File: src/rtl/gwws_pkg.sv
// Shared constants, codes and controller/datapath interface types for the word wrapper.
package gwws_pkg;

   // Character codes
   localparam logic [7:0] CH_NL = 8'd10;
   localparam logic [7:0] CH_SP = 8'd32;

   // Field and register widths
   localparam int REQ_DATA_W = 8;
   localparam int RSP_DATA_W = 16;
   localparam int CFG_W      = 10;
   localparam int LP_W       = 11;

   localparam logic [CFG_W-1:0] LINE_WIDTH_RESET = 10'd80;

   // Output byte source select
   localparam logic [1:0] SRC_NL   = 2'd0;
   localparam logic [1:0] SRC_SP   = 2'd1;
   localparam logic [1:0] SRC_WORD = 2'd2;

   // What follows the word of an item
   localparam logic [1:0] TAIL_NONE = 2'd0;
   localparam logic [1:0] TAIL_PAR  = 2'd1;
   localparam logic [1:0] TAIL_EOS  = 2'd2;

   // Controller to datapath
   typedef struct packed {
      logic       accept;
      logic       emit;
      logic       last;
      logic       word_adv;
      logic [1:0] src;
   } gwws_cmd_type;

   // Datapath to controller
   typedef struct packed {
      logic       slot_free;
      logic       wrap_go;
      logic       sp_go;
      logic       word_go;
      logic [1:0] tail;
      logic       word_last;
   } gwws_status_type;

endpackage

File: src/rtl/gwws_ctrl.sv
// Sequencer that accepts input beats and steps through the bytes one item emits.
module gwws_ctrl
   import gwws_pkg::*;
(
   input  logic            clock,
   input  logic            reset,
   input  logic            req_tvalid,
   output logic            req_tready,
   input  gwws_status_type status,
   output gwws_cmd_type    cmd
);

   localparam logic [2:0] ST_IDLE = 3'd0;
   localparam logic [2:0] ST_NL   = 3'd1;
   localparam logic [2:0] ST_SP   = 3'd2;
   localparam logic [2:0] ST_WORD = 3'd3;
   localparam logic [2:0] ST_PAR1 = 3'd4;
   localparam logic [2:0] ST_PAR2 = 3'd5;
   localparam logic [2:0] ST_EOS  = 3'd6;

   logic [2:0] state_ff, state_in;
   logic       sp_ff, sp_in;
   logic       word_ff, word_in;
   logic [1:0] tail_ff, tail_in;

   // First remaining step of an emit plan
   function automatic logic [2:0] pick(input logic sp, input logic word, input logic [1:0] tail);
      logic [2:0] r;
      if (sp) begin
         r = ST_SP;
      end else if (word) begin
         r = ST_WORD;
      end else begin
         case (tail)
            TAIL_PAR: r = ST_PAR1;
            TAIL_EOS: r = ST_EOS;
            default:  r = ST_IDLE;
         endcase
      end
      return r;
   endfunction

   // Next state and commands
   always_comb begin
      state_in   = state_ff;
      sp_in      = sp_ff;
      word_in    = word_ff;
      tail_in    = tail_ff;
      cmd        = '0;
      req_tready = 1'b0;
      case (state_ff)
         ST_IDLE: begin
            req_tready = 1'b1;
            if (req_tvalid) begin
               cmd.accept = 1'b1;
               sp_in      = status.sp_go;
               word_in    = status.word_go;
               tail_in    = status.tail;
               state_in   = status.wrap_go ? ST_NL
                                           : pick(status.sp_go, status.word_go, status.tail);
            end
         end
         ST_NL: begin
            if (status.slot_free) begin
               cmd.emit = 1'b1;
               cmd.src  = SRC_NL;
               state_in = pick(sp_ff, word_ff, tail_ff);
            end
         end
         ST_SP: begin
            if (status.slot_free) begin
               cmd.emit = 1'b1;
               cmd.src  = SRC_SP;
               state_in = pick(1'b0, word_ff, tail_ff);
            end
         end
         ST_WORD: begin
            if (status.slot_free) begin
               cmd.emit = 1'b1;
               cmd.src  = SRC_WORD;
               if (status.word_last) begin
                  state_in = pick(1'b0, 1'b0, tail_ff);
               end else begin
                  cmd.word_adv = 1'b1;
               end
            end
         end
         ST_PAR1: begin
            if (status.slot_free) begin
               cmd.emit = 1'b1;
               cmd.src  = SRC_NL;
               state_in = ST_PAR2;
            end
         end
         ST_PAR2, ST_EOS: begin
            if (status.slot_free) begin
               cmd.emit = 1'b1;
               cmd.src  = SRC_NL;
               state_in = ST_IDLE;
            end
         end
         default: state_in = ST_IDLE;
      endcase
      // Mark the final beat of the item
      cmd.last = cmd.emit && (state_in == ST_IDLE);
   end

   // Hold state and plan
   always_ff @(posedge clock) begin
      if (reset) begin
         state_ff <= ST_IDLE;
         sp_ff    <= 1'b0;
         word_ff  <= 1'b0;
         tail_ff  <= TAIL_NONE;
      end else begin
         state_ff <= state_in;
         sp_ff    <= sp_in;
         word_ff  <= word_in;
         tail_ff  <= tail_in;
      end
   end

endmodule

File: src/rtl/gwws_datapath.sv
// Word store, line and flag registers, width check and the output register.
module gwws_datapath
   import gwws_pkg::*;
#(
   parameter int MAX_WORD = 56
) (
   input  logic                  clock,
   input  logic                  reset,
   input  gwws_cmd_type          cmd,
   output gwws_status_type       status,
   input  logic [REQ_DATA_W-1:0] req_tdata,
   input  logic                  req_tuser,
   input  logic                  csr_wr_en,
   input  logic [CFG_W-1:0]      csr_wr_data,
   output logic                  rsp_tvalid,
   input  logic                  rsp_tready,
   output logic [RSP_DATA_W-1:0] rsp_tdata,
   output logic                  rsp_tlast
);

   localparam int IDX_W = (MAX_WORD > 1) ? $clog2(MAX_WORD) : 1;
   localparam int LEN_W = $clog2(MAX_WORD + 1);
   localparam logic [LEN_W-1:0] MAX_LEN = LEN_W'(MAX_WORD);

   logic [7:0]       word_mem [MAX_WORD];
   logic [7:0]       rd_data_ff;
   logic [IDX_W-1:0] rd_idx_ff, rd_idx_in;
   logic [LEN_W-1:0] cnt_ff, cnt_in;
   logic [LEN_W-1:0] len_ff, len_in;
   logic [LP_W-1:0]  lp_ff, lp_in;
   logic [CFG_W-1:0] width_ff;
   logic             nl_seen_ff, nl_seen_in;
   logic             par_done_ff, par_done_in;
   logic             err_ff, err_in;
   logic             ovf_ff, ovf_in;
   logic             out_valid_ff;
   logic [7:0]       out_byte_ff;
   logic             out_last_ff, out_err_ff, out_ovf_ff;

   logic [7:0]      in_byte;
   logic            eos, is_white, is_nl, flush, wrap, paragraph, mem_we, mem_re;
   logic [LP_W-1:0] lp_gap, need, lp_word;

   assign in_byte  = req_tdata[7:0];
   assign eos      = req_tuser;
   assign is_white = in_byte inside {[8'd9:8'd13], CH_SP};
   assign is_nl    = (in_byte == CH_NL);

   // Greedy width check for the held word
   assign flush     = eos || (is_white && (len_ff != '0));
   assign lp_gap    = (lp_ff != '0) ? LP_W'(1) : '0;
   assign need      = lp_ff + LP_W'(len_ff) + lp_gap;
   assign wrap      = (need > LP_W'(width_ff));
   assign lp_word   = wrap ? LP_W'(len_ff) : need;
   assign paragraph = !eos && is_nl && nl_seen_ff && !par_done_ff;

   // Status to the sequencer
   always_comb begin
      status.slot_free = !out_valid_ff || rsp_tready;
      status.wrap_go   = flush && wrap;
      status.sp_go     = flush && !wrap && (lp_ff != '0);
      status.word_go   = flush && (len_ff != '0);
      status.tail      = eos ? TAIL_EOS : (paragraph ? TAIL_PAR : TAIL_NONE);
      status.word_last = ((LEN_W'(rd_idx_ff) + LEN_W'(1)) == cnt_ff);
   end

   // Update line state on an accepted beat
   always_comb begin
      lp_in       = lp_ff;
      len_in      = len_ff;
      cnt_in      = cnt_ff;
      nl_seen_in  = nl_seen_ff;
      par_done_in = par_done_ff;
      err_in      = err_ff;
      ovf_in      = ovf_ff;
      if (cmd.accept) begin
         if (eos) begin
            cnt_in      = len_ff;
            len_in      = '0;
            lp_in       = '0;
            nl_seen_in  = 1'b0;
            par_done_in = 1'b0;
            if (lp_word > LP_W'(width_ff)) begin
               err_in = 1'b1;
            end
         end else if (is_white) begin
            if (flush) begin
               cnt_in = len_ff;
               len_in = '0;
               lp_in  = lp_word;
               if (lp_word > LP_W'(width_ff)) begin
                  err_in = 1'b1;
               end
            end
            if (is_nl) begin
               if (!nl_seen_ff) begin
                  nl_seen_in = 1'b1;
               end else if (!par_done_ff) begin
                  nl_seen_in  = 1'b0;
                  par_done_in = 1'b1;
                  lp_in       = '0;
               end
            end
         end else begin
            if (len_ff < MAX_LEN) begin
               len_in = len_ff + LEN_W'(1);
            end else begin
               ovf_in = 1'b1;
            end
            nl_seen_in  = 1'b0;
            par_done_in = 1'b0;
         end
      end
   end

   // Word store read pointer: restart on accept, advance per word beat
   always_comb begin
      rd_idx_in = rd_idx_ff;
      if (cmd.accept) begin
         rd_idx_in = '0;
      end else if (cmd.word_adv) begin
         rd_idx_in = rd_idx_ff + IDX_W'(1);
      end
   end

   assign mem_we = cmd.accept && !eos && !is_white && (len_ff < MAX_LEN);
   assign mem_re = cmd.accept || cmd.word_adv;

   // Word store: one write port, registered read
   always_ff @(posedge clock) begin
      if (mem_we) begin
         word_mem[len_ff[IDX_W-1:0]] <= in_byte;
      end
      if (mem_re) begin
         rd_data_ff <= word_mem[rd_idx_in];
      end
   end

   // Control and line state
   always_ff @(posedge clock) begin
      if (reset) begin
         len_ff      <= '0;
         lp_ff       <= '0;
         nl_seen_ff  <= 1'b0;
         par_done_ff <= 1'b0;
         err_ff      <= 1'b0;
         ovf_ff      <= 1'b0;
         width_ff    <= LINE_WIDTH_RESET;
      end else begin
         len_ff      <= len_in;
         lp_ff       <= lp_in;
         nl_seen_ff  <= nl_seen_in;
         par_done_ff <= par_done_in;
         err_ff      <= err_in;
         ovf_ff      <= ovf_in;
         if (csr_wr_en) begin
            width_ff <= csr_wr_data;
         end
      end
   end

   // Word count and read pointer
   always_ff @(posedge clock) begin
      cnt_ff    <= cnt_in;
      rd_idx_ff <= rd_idx_in;
   end

   // Output register valid: load on emit, drop when taken
   always_ff @(posedge clock) begin
      if (reset) begin
         out_valid_ff <= 1'b0;
      end else if (cmd.emit) begin
         out_valid_ff <= 1'b1;
      end else if (rsp_tready) begin
         out_valid_ff <= 1'b0;
      end
   end

   // Output register payload
   always_ff @(posedge clock) begin
      if (cmd.emit) begin
         case (cmd.src)
            SRC_SP:   out_byte_ff <= CH_SP;
            SRC_WORD: out_byte_ff <= rd_data_ff;
            default:  out_byte_ff <= CH_NL;
         endcase
         out_last_ff <= cmd.last;
         out_err_ff  <= err_ff;
         out_ovf_ff  <= ovf_ff;
      end
   end

   assign rsp_tvalid = out_valid_ff;
   assign rsp_tlast  = out_last_ff;
   assign rsp_tdata  = {6'b0, out_ovf_ff, out_err_ff, out_byte_ff};

endmodule

File: src/rtl/greedy_word_wrap_stream.sv
// Top level of the streaming greedy word wrapper.
//
// Input channel req_*: one beat per text byte (req_tdata) or, with req_tuser
// high, an end-of-stream beat that flushes the held word and a final newline.
// Output channel rsp_*: one beat per emitted byte with the sticky width and
// word-overflow flags; rsp_tlast marks the last beat caused by an input beat.
// The user writes line_width through csr_wr_en/csr_wr_data only while idle; the block does not enforce it.
//
// A beat that emits nothing leaves the sequencer idle. A beat that emits N bytes is
// accepted and then sends one byte per cycle, unless the receiver stalls, through
// the single output register; the sequencer state is registered at the accepting
// edge, before the first byte is loaded. The next input beat is taken in the cycle
// after the last byte is loaded, while that byte may still wait in the output register.
// The word store (MAX_WORD bytes) has one read port with registered data and
// is prefetched at acceptance, so word bytes flow back to back.
// Reset clears the line state, flags and output valid and sets line_width to
// 80; the word store is not cleared. A stalled receiver holds the current
// beat and stops the sequencer; no input is taken until the item is done.
module greedy_word_wrap_stream
   import gwws_pkg::*;
#(
   parameter int MAX_WORD = 56
) (
   input  logic                  clock,
   input  logic                  reset,
   input  logic                  req_tvalid,
   output logic                  req_tready,
   input  logic [REQ_DATA_W-1:0] req_tdata,   // [7:0] in_byte
   input  logic                  req_tuser,   // [0] end_of_stream
   output logic                  rsp_tvalid,
   input  logic                  rsp_tready,
   output logic [RSP_DATA_W-1:0] rsp_tdata,   // [7:0] out_byte, [8] width_error,
                                              // [9] word_overflow, [15:10] zero
   output logic                  rsp_tlast,   // last_of_run
   input  logic                  csr_wr_en,
   input  logic [CFG_W-1:0]      csr_wr_data  // line_width
);

   gwws_cmd_type    cmd;
   gwws_status_type status;

   gwws_ctrl u_ctrl (
      .clock      (clock),
      .reset      (reset),
      .req_tvalid (req_tvalid),
      .req_tready (req_tready),
      .status     (status),
      .cmd        (cmd)
   );

   gwws_datapath #(
      .MAX_WORD (MAX_WORD)
   ) u_datapath (
      .clock       (clock),
      .reset       (reset),
      .cmd         (cmd),
      .status      (status),
      .req_tdata   (req_tdata),
      .req_tuser   (req_tuser),
      .csr_wr_en   (csr_wr_en),
      .csr_wr_data (csr_wr_data),
      .rsp_tvalid  (rsp_tvalid),
      .rsp_tready  (rsp_tready),
      .rsp_tdata   (rsp_tdata),
      .rsp_tlast   (rsp_tlast)
   );

endmodule

File: config.mk
export PLATFORM = sky130hd
export DESIGN_NAME = greedy_word_wrap_stream
export DESIGN_NICKNAME = d
export VERILOG_FILES = /design/src/rtl/gwws_pkg.sv /design/src/rtl/gwws_ctrl.sv /design/src/rtl/gwws_datapath.sv /design/src/rtl/greedy_word_wrap_stream.sv
export SDC_FILE = /design/constraint.sdc
export NUM_CORES = 1
export LEC_CHECK = 0
export BUFFER_PORTS_ARGS = -buffer_cell sky130_fd_sc_hd__buf_2
export CAP_MARGIN = 10
export CELL_PAD_IN_SITES_DETAIL_PLACEMENT = 0
export CELL_PAD_IN_SITES_GLOBAL_PLACEMENT = 1
export CORE_MARGIN = 5
export CORE_UTILIZATION = 44
export DETAILED_ROUTE_END_ITERATION = 7
export GPL_TIMING_DRIVEN = 0
export PLACE_DENSITY = 0.74
export SETUP_SLACK_MARGIN = 0.1
export SYNTH_ARGS = -nofsm -noshare
export SYNTH_HDL_FRONTEND = slang
export SYNTH_SLANG_ARGS = --single-unit
File: constraint.sdc
create_clock -name clock -period 15.5 [get_ports clock]
set_input_delay 1.55 -clock clock [delete_from_list [all_inputs] [get_ports clock]]
set_output_delay 1.55 -clock clock [all_outputs]
set_load 0.02 [all_outputs]
==> Word level (Yosys, flattened, before mapping) <==
Memories as Yosys holds them, arrays and structs flattened. A register that Yosys moved wholly into a read port is not among the register bits.
Cells that the tools add are included.
{ "classes": {"mux": 62, "order_cmp": 5, "n_eq_ne": 18, "n_bitwise": 3, "reduce_logical": 39, "n_addsub": 4} }
{ "ops": {"columns": ["operator", "count"], "rows": [
  ["2-to-1 mux 11 bit", 7],
  ["2-to-1 mux 6 bit", 9],
  ["2-to-1 mux 3 bit", 13],
  ["2-to-1 mux 1 bit", 27],
  ["greater-than comparator 11 x 10 -> 1 bit", 2],
  ["case mux 3 bit (6 select lines)", 1],
  ["case mux 8 bit (2 select lines)", 1],
  ["logical AND 1 bit", 13],
  ["adder 6 x 1 -> 6 bit, second input constant", 2],
  ["case mux 3 bit (2 select lines)", 2],
  ["adder 11 bit", 1],
  ["adder 11 x 6 -> 11 bit", 1],
  ["nonzero test 11 bit", 1],
  ["equality test 3 bit, second input constant", 3],
  ["AND reduction 3 bit", 3],
  ["equality test 8 x 4 -> 1 bit, second input constant", 1],
  ["equality test 8 x 6 -> 1 bit, second input constant", 1],
  [">= comparator 8 x 4 -> 1 bit, second input constant", 1],
  ["less-or-equal comparator 8 x 4 -> 1 bit, second input constant", 1],
  ["nonzero test 2 bit", 4],
  ["equality test 2 x 1 -> 1 bit, second input constant", 3],
  ["equality test 2 bit, second input constant", 3],
  ["equality test 3 x 2 -> 1 bit, second input constant", 2],
  ["equality test 6 bit", 1],
  ["other kinds (16)", 28]
]} }
{ "totals": {"n_memories": 1, "word_cells": 150, "ramBits": 448, "reg_bits": 62, "in_bits": 24, "output_inout_bits": 19} }
{ "memory_table": {"columns": ["name", "depth", "width", "rd", "rd_ports_with_merged_regs", "write_ports", "line", "rtl"], "rows": [
  ["u_datapath.word_mem", 56, 8, 1, 1, 1, "gwws_datapath.sv:25", "logic [7:0] word_mem [MAX_WORD];"]
]} }

==> Logic depth before layout (Yosys ltp) <==
Gate-level depths: netlist of the first run.
{ "logic_depth": {"ltp_word": 15, "mapped_depth": 31, "mapped_depth_nobuf": 30} }

==> Cells and area by module <==
Synthesis of the first run repeated with hierarchy kept, for this count alone.
{ "unflattened": {"cells_unflattened": 1666, "area_unflattened_um2": 22330.2} }
{ "by_module_without_submodules": {"columns": ["mod", "cells_each", "area_each_um2", "n_inst"], "rows": [
  ["gwws_datapath", 1588, 21755.9, 1],
  ["gwws_ctrl", 78, 574.3, 1]
]} }

==> Worst setup path before layout of the first run <==
Ideal clock, no wire load.
{ "synth_path": {"path_type": "reg-to-reg", "from": "register u_datapath.lp_ff[2]", "to": "register u_datapath.err_ff", "stages_incl_launch_ff": 32, "arrival_ns": 5.382, "required_ns": 15.366, "synth_period_minus_slack_ns": 5.515, "slack_ns": 9.985, "setup_time_ns": 0.134, "path_cell_list": "dfxtp_1 > nor4_1 > nand2_1 > nor4_1 > fa_1 > fa_1 > inv_1 > a21oi_1 > o21bai_1 > a21o_1 > a21o_1 > nand3_1 > xnor2_1 > ha_1 > a21o_1 > a21oi_1 > nor2b_1 > a221o_1 > clkbuf_1 > nand3_1 > o21a_1 > ha_1 > nor2b_1 > o21a_1 > o21a_1 > o21a_1 > o21a_1 > o21a_1 > o21a_1 > o21a_1 > o21ai_0 > a211oi_1"} }
{ "synth_via": {"elab_chain_cells": 10} }
{ "synth_rtl": {"columns": ["item", "line", "rtl"], "rows": [
  ["start, declared", "gwws_datapath.sv:30", "logic [LP_W-1:0] lp_ff, lp_in;"],
  ["start signal, assigned", "gwws_datapath.sv:151", "lp_ff <= lp_in;"],
  ["branches (longest 2 deep; another with adder 11 x 6 -> 11 bit)", null, null],
  ["adder 11 bit (*)", "gwws_datapath.sv:52", "assign need = lp_ff + LP_W'(len_ff) + lp_gap;"],
  ["greater-than comparator 11 x 10 -> 1 bit", "gwws_datapath.sv:53", "assign wrap = (need > LP_W'(width_ff));"],
  ["2-to-1 mux 11 bit (*)", "gwws_datapath.sv:54", "assign lp_word = wrap ? LP_W'(len_ff) : need;"],
  ["greater-than comparator 11 x 10 -> 1 bit (*)", "gwws_datapath.sv:83, gwws_datapath.sv:91", null],
  ["2-to-1 mux 1 bit (*)", null, null],
  ["2-to-1 mux 1 bit (2 in a row)", null, null],
  ["2-to-1 mux 1 bit (*)", null, null],
  ["end signal, assigned", "gwws_datapath.sv:154", "err_ff <= err_in;"],
  ["end, declared", "gwws_datapath.sv:34", "logic err_ff, err_in;"]
]} }
Mark *: on every way between the ends. The select of a mux whose other input is x is not followed.
A chain may end at the register's enable or synchronous reset.

==> Worst setup path in the final report of the first run <==
{ "layout_path": {"from": "register u_datapath.lp_ff[10]", "to": "register u_datapath.err_ff"} }
The elaborated chain is that of the path after synthesis.

==> reports/results.ini, run 1 <==
[status]
status=finished, final reports clean

[die]
placementRows=82
die_w_microns=236
initial_core_util_pct=44.6
die_area_sq_mm=0.0556
io_pins=43
die_height_microns=236
coreArea_sq_mm=0.0503

[synthesis]
synth_area_sq_mm=0.0224
avgSynthCellArea_sq_um=12.9
synth_edf_count=473
yosys_warnings=0
synth_cell_types=87
ys_seq_elements=518
synth-seq-area-share_pct=67.3
yosys.area.top_type=edfxtp_1
syn_inst=1742
synth_ff_type=edfxtp_1
netlist.area_leader.share_pct=63.3
synthArstFlopShare_pct=0
synth_area_leaders=edfxtp_1, nand2_1, mux2i_1

[sta]
setup_violations=0
maxSlewViolCount=0
tightest_slew_ns=1.29
setup_tns_ns=0
period_share_pct=43.6
max_freq_ghz=0.148
slew_headroom_pct=11.6
grt_setup_unrepaired=no
hold_violations=0
finClkSkew_ns=0.0207
period_minus_slack_ns=6.76

[final_layout]
synthToLayoutAreaGrowth_pct=12.8
mostFrequentLayoutCells=edfxtp_1, nand2_1, nand3_1, nor2_1, mux2i_1
mostFrequentLayoutCell=edfxtp_1
diodes=0
multiInputGateArea_sq_mm=0.00665
fillers=4283
nNetsFinal=1896
drive_above_1_share_pct=11.3
regArea_sq_mm=0.0151

[setup_path]
crit_slowest_cell=nor4_1
reg2regPathDepth=30
cp-start-kind=flop
timing.rr.start=u_datapath.lp_ff[10]
max_stage_delay_ns=0.54
endpoint_kind=flop
crit_start=u_datapath.lp_ff[10]
cp_max_fo=10
crit_top_cell=o21a_1
arrival_ns=7.21
worstSetupPathType=reg2reg
cp.required_ns=15.95

[global_routing]
grt_first_pass_wirelength_microns=94200
first_global_vias=14200
grt_overflow=0
antenna_found_initial=0
track_usage_pct=22.7
grt_max_degree=61

[route]
dr.pass1.iters=8
ant_nets=0
wl_microns=65000
initialDrtViolationCount=1698
num_vias=15000
avgRoutedWirePerCell_microns=25.4
drt-vias-per-instance=5.87
route.detailed.drc=0

[power]
total_power_mw=3.22
vdd_ir_drop_max_uv=80.9
p_leak_nw=8.46
power-per-cell-area_mw_per_mm2=127

[min_path]
whs_path_depth=0
hold_path_class=reg2reg
worstHoldStart=u_datapath.ovf_ff

[clocking]
ctsResizeCount=0
cts_buffer_depth=3
postCtsHoldBufs=0
cts_buffers=53
htreeDepth=2
cts_tree=built
clock_tree.root_cell=clkbuf_16
insertion_delay_ns=0.61
postCtsSetupBuffers=0
clkTransAtPathRegs_ns=0.06
cts.sinks=518

[placed_design]
place.gp.congestion=0.978
io_buffers=36
dp_hpwl_microns=43300

[flow_run]
max_cap_viol_count=0

[through the flow]
stage	setup slack [ns]	area [sq um]	hold slack, ns	util (%)	cells
finish	8.74	25300	0.438	50.3	2555
CTS	8.76	25300	0.437	50.3	2554
global route	8.29	25300	0.450	50.3	2555
global placement	8.82	23500	0.414	46.7	2455
detailed placement	8.82	23500	0.421	46.7	2455
floorplan	9.98	22400	0.408	-	1747
[synth_stat cells (19+ instances only)]
| cell | n |
|---|---|
| mux2i_1 | 103 |
| edfxtp_1 | 473 |
| nor2_1 | 106 |
| nor3_1 | 25 |
| dfxtp_1 | 45 |
| and3_1 | 19 |
| nand2_1 | 320 |
| a21oi_1 | 50 |
| inv_1 | 28 |
| buf_4 | 20 |
| o21ai_0 | 25 |
| a31oi_1 | 28 |
| nand4_1 | 22 |
| buf_2 | 23 |
| nand3_1 | 141 |
| clkbuf_1 | 39 |
| ha_1 | 31 |
[metal layers]
| layer | GRT usage, % | vias up | part of all wire [%] | wire [microns] |
|---|---|---|---|---|
| met2 | 35.4 | 733 | 46 | 29800 |
| met1 | 32.0 | 7460 | 41 | 26900 |
| met3 | 4.12 | 131 | 8.8 | 5740 |
| li1 | - | 6680 | - | - |
| met5 | 0 | - | 0 | 0 |
| met4 | 8.55 | 0 | 4.1 | 2640 |
[final timing paths]
check / to / slack (ns)
min reg2reg: u_datapath.out_ovf_ff / 0.44
max: u_datapath.err_ff / 8.74
min: u_datapath.out_ovf_ff / 0.44
max reg2reg: u_datapath.err_ff / 8.74
[kinds of logic after synthesis]
| logic type | share of synthesized area [%] |
|---|---|
| compound gates | 6.88 |
| xor+xnor | 0.814 |
| fa+ha+maj | 1.91 |
| buf+inv | 3.08 |
| flops | 67.3 |
| mux | 5.82 |
| other cells | 0.0167 |
| simple gates | 14.1 |
[critical path: cells and delay by family, from the launching register on]
family	cells	cell delay, ns
fa+ha+maj	4	1.19
simple gates	6	1.58
compound gates	17	2.81
buf+inv	2	0.51
xor+xnor	1	0.19
flops	1	0.34
[where the power goes]
| group | switching [mW] | internal (mW) | leakage [nW] | total, mW |
|---|---|---|---|---|
| clock | 0.550 | 0.783 | 0.879 | 1.33 |
| sequential | 0.0103 | 1.55 | 4.63 | 1.56 |
| combinational | 0.220 | 0.102 | 2.96 | 0.321 |
| total | 0.780 | 2.44 | 8.46 | 3.22 |
[sequential cells by signal, indices dropped and copies added, names as in the netlist]
register and count:
u_datapath.word_mem 448, u_datapath.lp_ff 11, u_datapath.width_ff 10, u_datapath.out_byte_ff 8, u_datapath.rd_data_ff 8, u_datapath.cnt_ff 6, u_datapath.len_ff 6, u_datapath.rd_idx_ff 6
u_ctrl.state_ff 3, u_ctrl.tail_ff 2, u_ctrl.sp_ff 1, u_ctrl.word_ff 1, u_datapath.err_ff 1, u_datapath.nl_seen_ff 1, u_datapath.out_err_ff 1, u_datapath.out_ovf_ff 1
u_datapath.ovf_ff 1, u_datapath.par_done_ff 1, u_datapath.rsp_tlast 1, u_datapath.rsp_tvalid 1
[final cells by class]
class / instances / share of cell area, %
inverters: 35 / 0.534
plain buffers: 98 / 2.20
clock inverters: 41 / 1.71
multi-input cells: 1096 / 26.3
clock buffers: 58 / 5.48
well taps: 672 / 3.32
repair buffers: 37 / 0.791
flip-flops and latches: 518 / 59.7
No activity file was read; power rests on OpenSTA's default activity.
==> run 2, diff against run 1 <==
- clock period: 15.5 -> 6.35 ns (I/O delays scaled with it)
==> run 2 against run 1 <==
  * Worst hold slack worse by 0.17 ns
  * Power is 140% higher
  * Design area is 0.41% higher
  * Critical path depth is 1 higher
  * Fmax is 13% higher
  * Register-to-register slack worse by 8.4 ns
  * Global-route usage hardly changed
  * Sequential power is 140% higher
  * Clock skew is 0.0027 ns lower
  * Setup slack worse by 8.4 ns
  * Largest power group unchanged
==> reports/results.ini, run 2 (synthesis gave the netlist of run 1 again) <==
[clocking]
cts_buffer_depth=3  ; unchanged
insertion_delay_ns=0.60  ; was 0.61 ns
htreeDepth=2  ; unchanged
cts.sinks=518  ; unchanged
cts_buffers=53  ; unchanged
clkTransAtPathRegs_ns=0.06  ; about the same
clock_tree.root_cell=clkbuf_16  ; unchanged
cts_tree=built  ; unchanged

[route]
routed.top_layer=met4  ; unchanged
wl_met3_microns=5740  ; about the same
route.detailed.drc=0  ; unchanged
dr.pass1.iters=5  ; was 8
ant_nets=0  ; unchanged
met2_length_microns=29700  ; was 29,800 microns
num_vias=15000  ; about the same
initialDrtViolationCount=1696  ; was 1,698
drt-vias-per-instance=5.84  ; was 5.87
met1Wirelength_microns=26800  ; was 26,900 microns
wl_microns=65000  ; about the same
avgRoutedWirePerCell_microns=25.4  ; about the same

[sta]
slew_headroom_pct=11.3  ; was 11.6%
setup_violations=0  ; unchanged
finClkSkew_ns=0.0180  ; was 0.0207 ns
grt_setup_unrepaired=no  ; unchanged
period_minus_slack_ns=5.98  ; was 6.76 ns
hold_slack_ns=0.266  ; was 0.438 ns
hold_violations=0  ; unchanged
maxSlewViolCount=0  ; unchanged
period_share_pct=94.1  ; was 43.6%
tightest_slew_ns=1.29  ; about the same
max_freq_ghz=0.167  ; was 0.148 GHz

[setup_path]
endpoint_kind=flop  ; unchanged
cp_max_fo=10  ; unchanged
cp-start-kind=flop  ; unchanged
r2r-end=u_datapath.err_ff  ; unchanged
reg2regPathDepth=31  ; was 30
arrival_ns=6.42  ; was 7.21 ns
rrSetupSlack_ns=0.37  ; was 8.74 ns
timing.rr.start=u_datapath.lp_ff[3]  ; was u_datapath.lp_ff[10]
cp.required_ns=6.80  ; was 15.95 ns
crit_slowest_cell=a221o_1  ; was nor4_1
crit_top_cell=o21a_1  ; unchanged
max_stage_delay_ns=0.39  ; was 0.54 ns
worstSetupPathType=reg2reg  ; unchanged

[final_layout]
diodes=0  ; unchanged
mostFrequentLayoutCell=edfxtp_1  ; unchanged
postLayoutCellArea_sq_mm=0.0254  ; was 0.0253 sq mm
synthToLayoutAreaGrowth_pct=13.3  ; was 12.8%
largest_register_ffs=448  ; unchanged
nNetsFinal=1901  ; was 1,896
drive_above_1_share_pct=12.2  ; was 11.3%
fillers=4269  ; was 4,283
mostFrequentLayoutCells=edfxtp_1, nand2_1, nand3_1, nor2_1, mux2i_1  ; unchanged

[global_routing]
track_usage_pct=22.7  ; about the same
first_global_vias=14200  ; about the same
grt_first_pass_wirelength_microns=94200  ; about the same
grt_max_degree=61  ; unchanged
grt_overflow=0  ; unchanged
antenna_found_initial=0  ; unchanged

[die]
die_w_microns=236  ; unchanged
io_pins=43  ; unchanged
placementRows=82  ; unchanged
die_height_microns=236  ; unchanged
die_area_sq_mm=0.0556  ; unchanged
initial_core_util_pct=44.6  ; unchanged
coreArea_sq_mm=0.0503  ; unchanged

[power]
p_comb_share_pct=10.2  ; was 10.0%
switching_share_pct=24.2  ; was 24.3%
pwr-share-seq_pct=48.5  ; was 48.6%
power-per-cell-area_mw_per_mm2=310  ; was 127 mW/mm^2
p_sw_mw=1.91  ; was 780 uW
p_leak_nw=8.52  ; was 8.46 nW
p_clk_share_pct=41.3  ; was 41.4%
vdd_ir_drop_max_uv=198  ; was 80.9 uV
internal_power_mw=5.96  ; was 2.44 mW

[placed_design]
place.gp.congestion=0.978  ; unchanged
placed_area_sq_mm=0.0235  ; unchanged
io_buffers=36  ; unchanged
dp_hpwl_microns=43300  ; unchanged

[min_path]
worstHoldStart=csr_wr_data[4]  ; was u_datapath.ovf_ff
whs_path_depth=3  ; was 0
hold_path_class=in2reg  ; was reg2reg
hold_end=u_datapath.width_ff[4]  ; was u_datapath.out_ovf_ff

[status]
status=finished, final reports clean  ; unchanged

[flow_run]
max_cap_viol_count=0  ; unchanged

run 2: cell types whose count changed in the layout (fill, tap and decap cells not counted), sizes merged:
cell / previous run / this run
buf: 96 / 103
clkbuf: 97 / 95
run 2: how the worst max path moves through the flow:
stage,from,to,cells past startpoint
after floorplan,u_datapath.lp_ff[2],u_datapath.err_ff,31
after global placement,u_datapath.lp_ff[10],u_datapath.err_ff,30
after detailed placement,u_datapath.lp_ff[10],u_datapath.err_ff,31
after CTS,u_datapath.lp_ff[10],u_datapath.err_ff,31
after global routing,u_datapath.lp_ff[2],u_datapath.err_ff,31
final,u_datapath.lp_ff[3],u_datapath.err_ff,31
run 2: area by class of cell:
class / count / area, sq um / area share, %
timing repair buffer: 42 / 238 / 0.935
buffer: 98 / 568 / 2.24
multi-input combinational: 1096 / 6700 / 26.4
tap: 672 / 841 / 3.31
inverter: 35 / 135 / 0.532
clock buffer: 58 / 1390 / 5.46
clock inverter: 41 / 433 / 1.70
sequential: 518 / 15100 / 59.4
run 2: power groups by stage:
stage	combinational [mW]	clock (mW)	sequential (mW)
final	0.805	3.25	3.82
after global routing	0.867	3.42	3.82
after CTS	0.786	3.28	3.82
after detailed placement	0.777	0	3.89
after global placement	0.764	0	3.88
after floorplan	0.467	0	3.90
run 2: repair_timing:
| item | CTS | global route |
|---|---|---|
| buffers inserted | 0 | 5 |
| gates cloned | 0 | 0 |
| endpoints found under the setup margin | 1 | 1 |
| endpoints found under the hold margin | 0 | 0 |
| hold buffers | 0 | 0 |
| gates resized for setup | 6 | 15 |
| pin swaps | 0 | 10 |
run 2: critical path, delay by kind of cell (launching register included):
family	cells	cell delay (ns)
compound gates	17	2.73
buf+inv	2	0.22
xor+xnor	1	0.09
fa+ha+maj	4	1.15
simple gates	7	1.30
flops	1	0.33
run 2: routing by layer:
| layer | GRT usage (%) | vias up |
|---|---|---|
| li1 | - | 6679 |
| met1 | 31.9 | 7371 |
| met2 | 35.5 | 770 |
| met3 | 4.12 | 135 |
| met4 | 8.55 | 0 |
| met5 | 0 | - |
run 2: stage by stage:
step / util [%] / std cells / total power [mW] / setup WS, ns / setup TNS (ns)
2_1_floorplan: - / 1747 / 4.37 / 0.835 / 0
3_3_place_gp: 46.7 / 2455 / 4.65 / -0.327 / -0.327
3_5_place_dp: 46.7 / 2455 / 4.66 / -0.332 / -0.332
4_1_cts: 50.3 / 2554 / 7.88 / 0.114 / 0
5_1_grt: 50.5 / 2560 / 8.11 / 0.0230 / 0
6_report: 50.5 / 2560 / 7.87 / 0.373 / 0
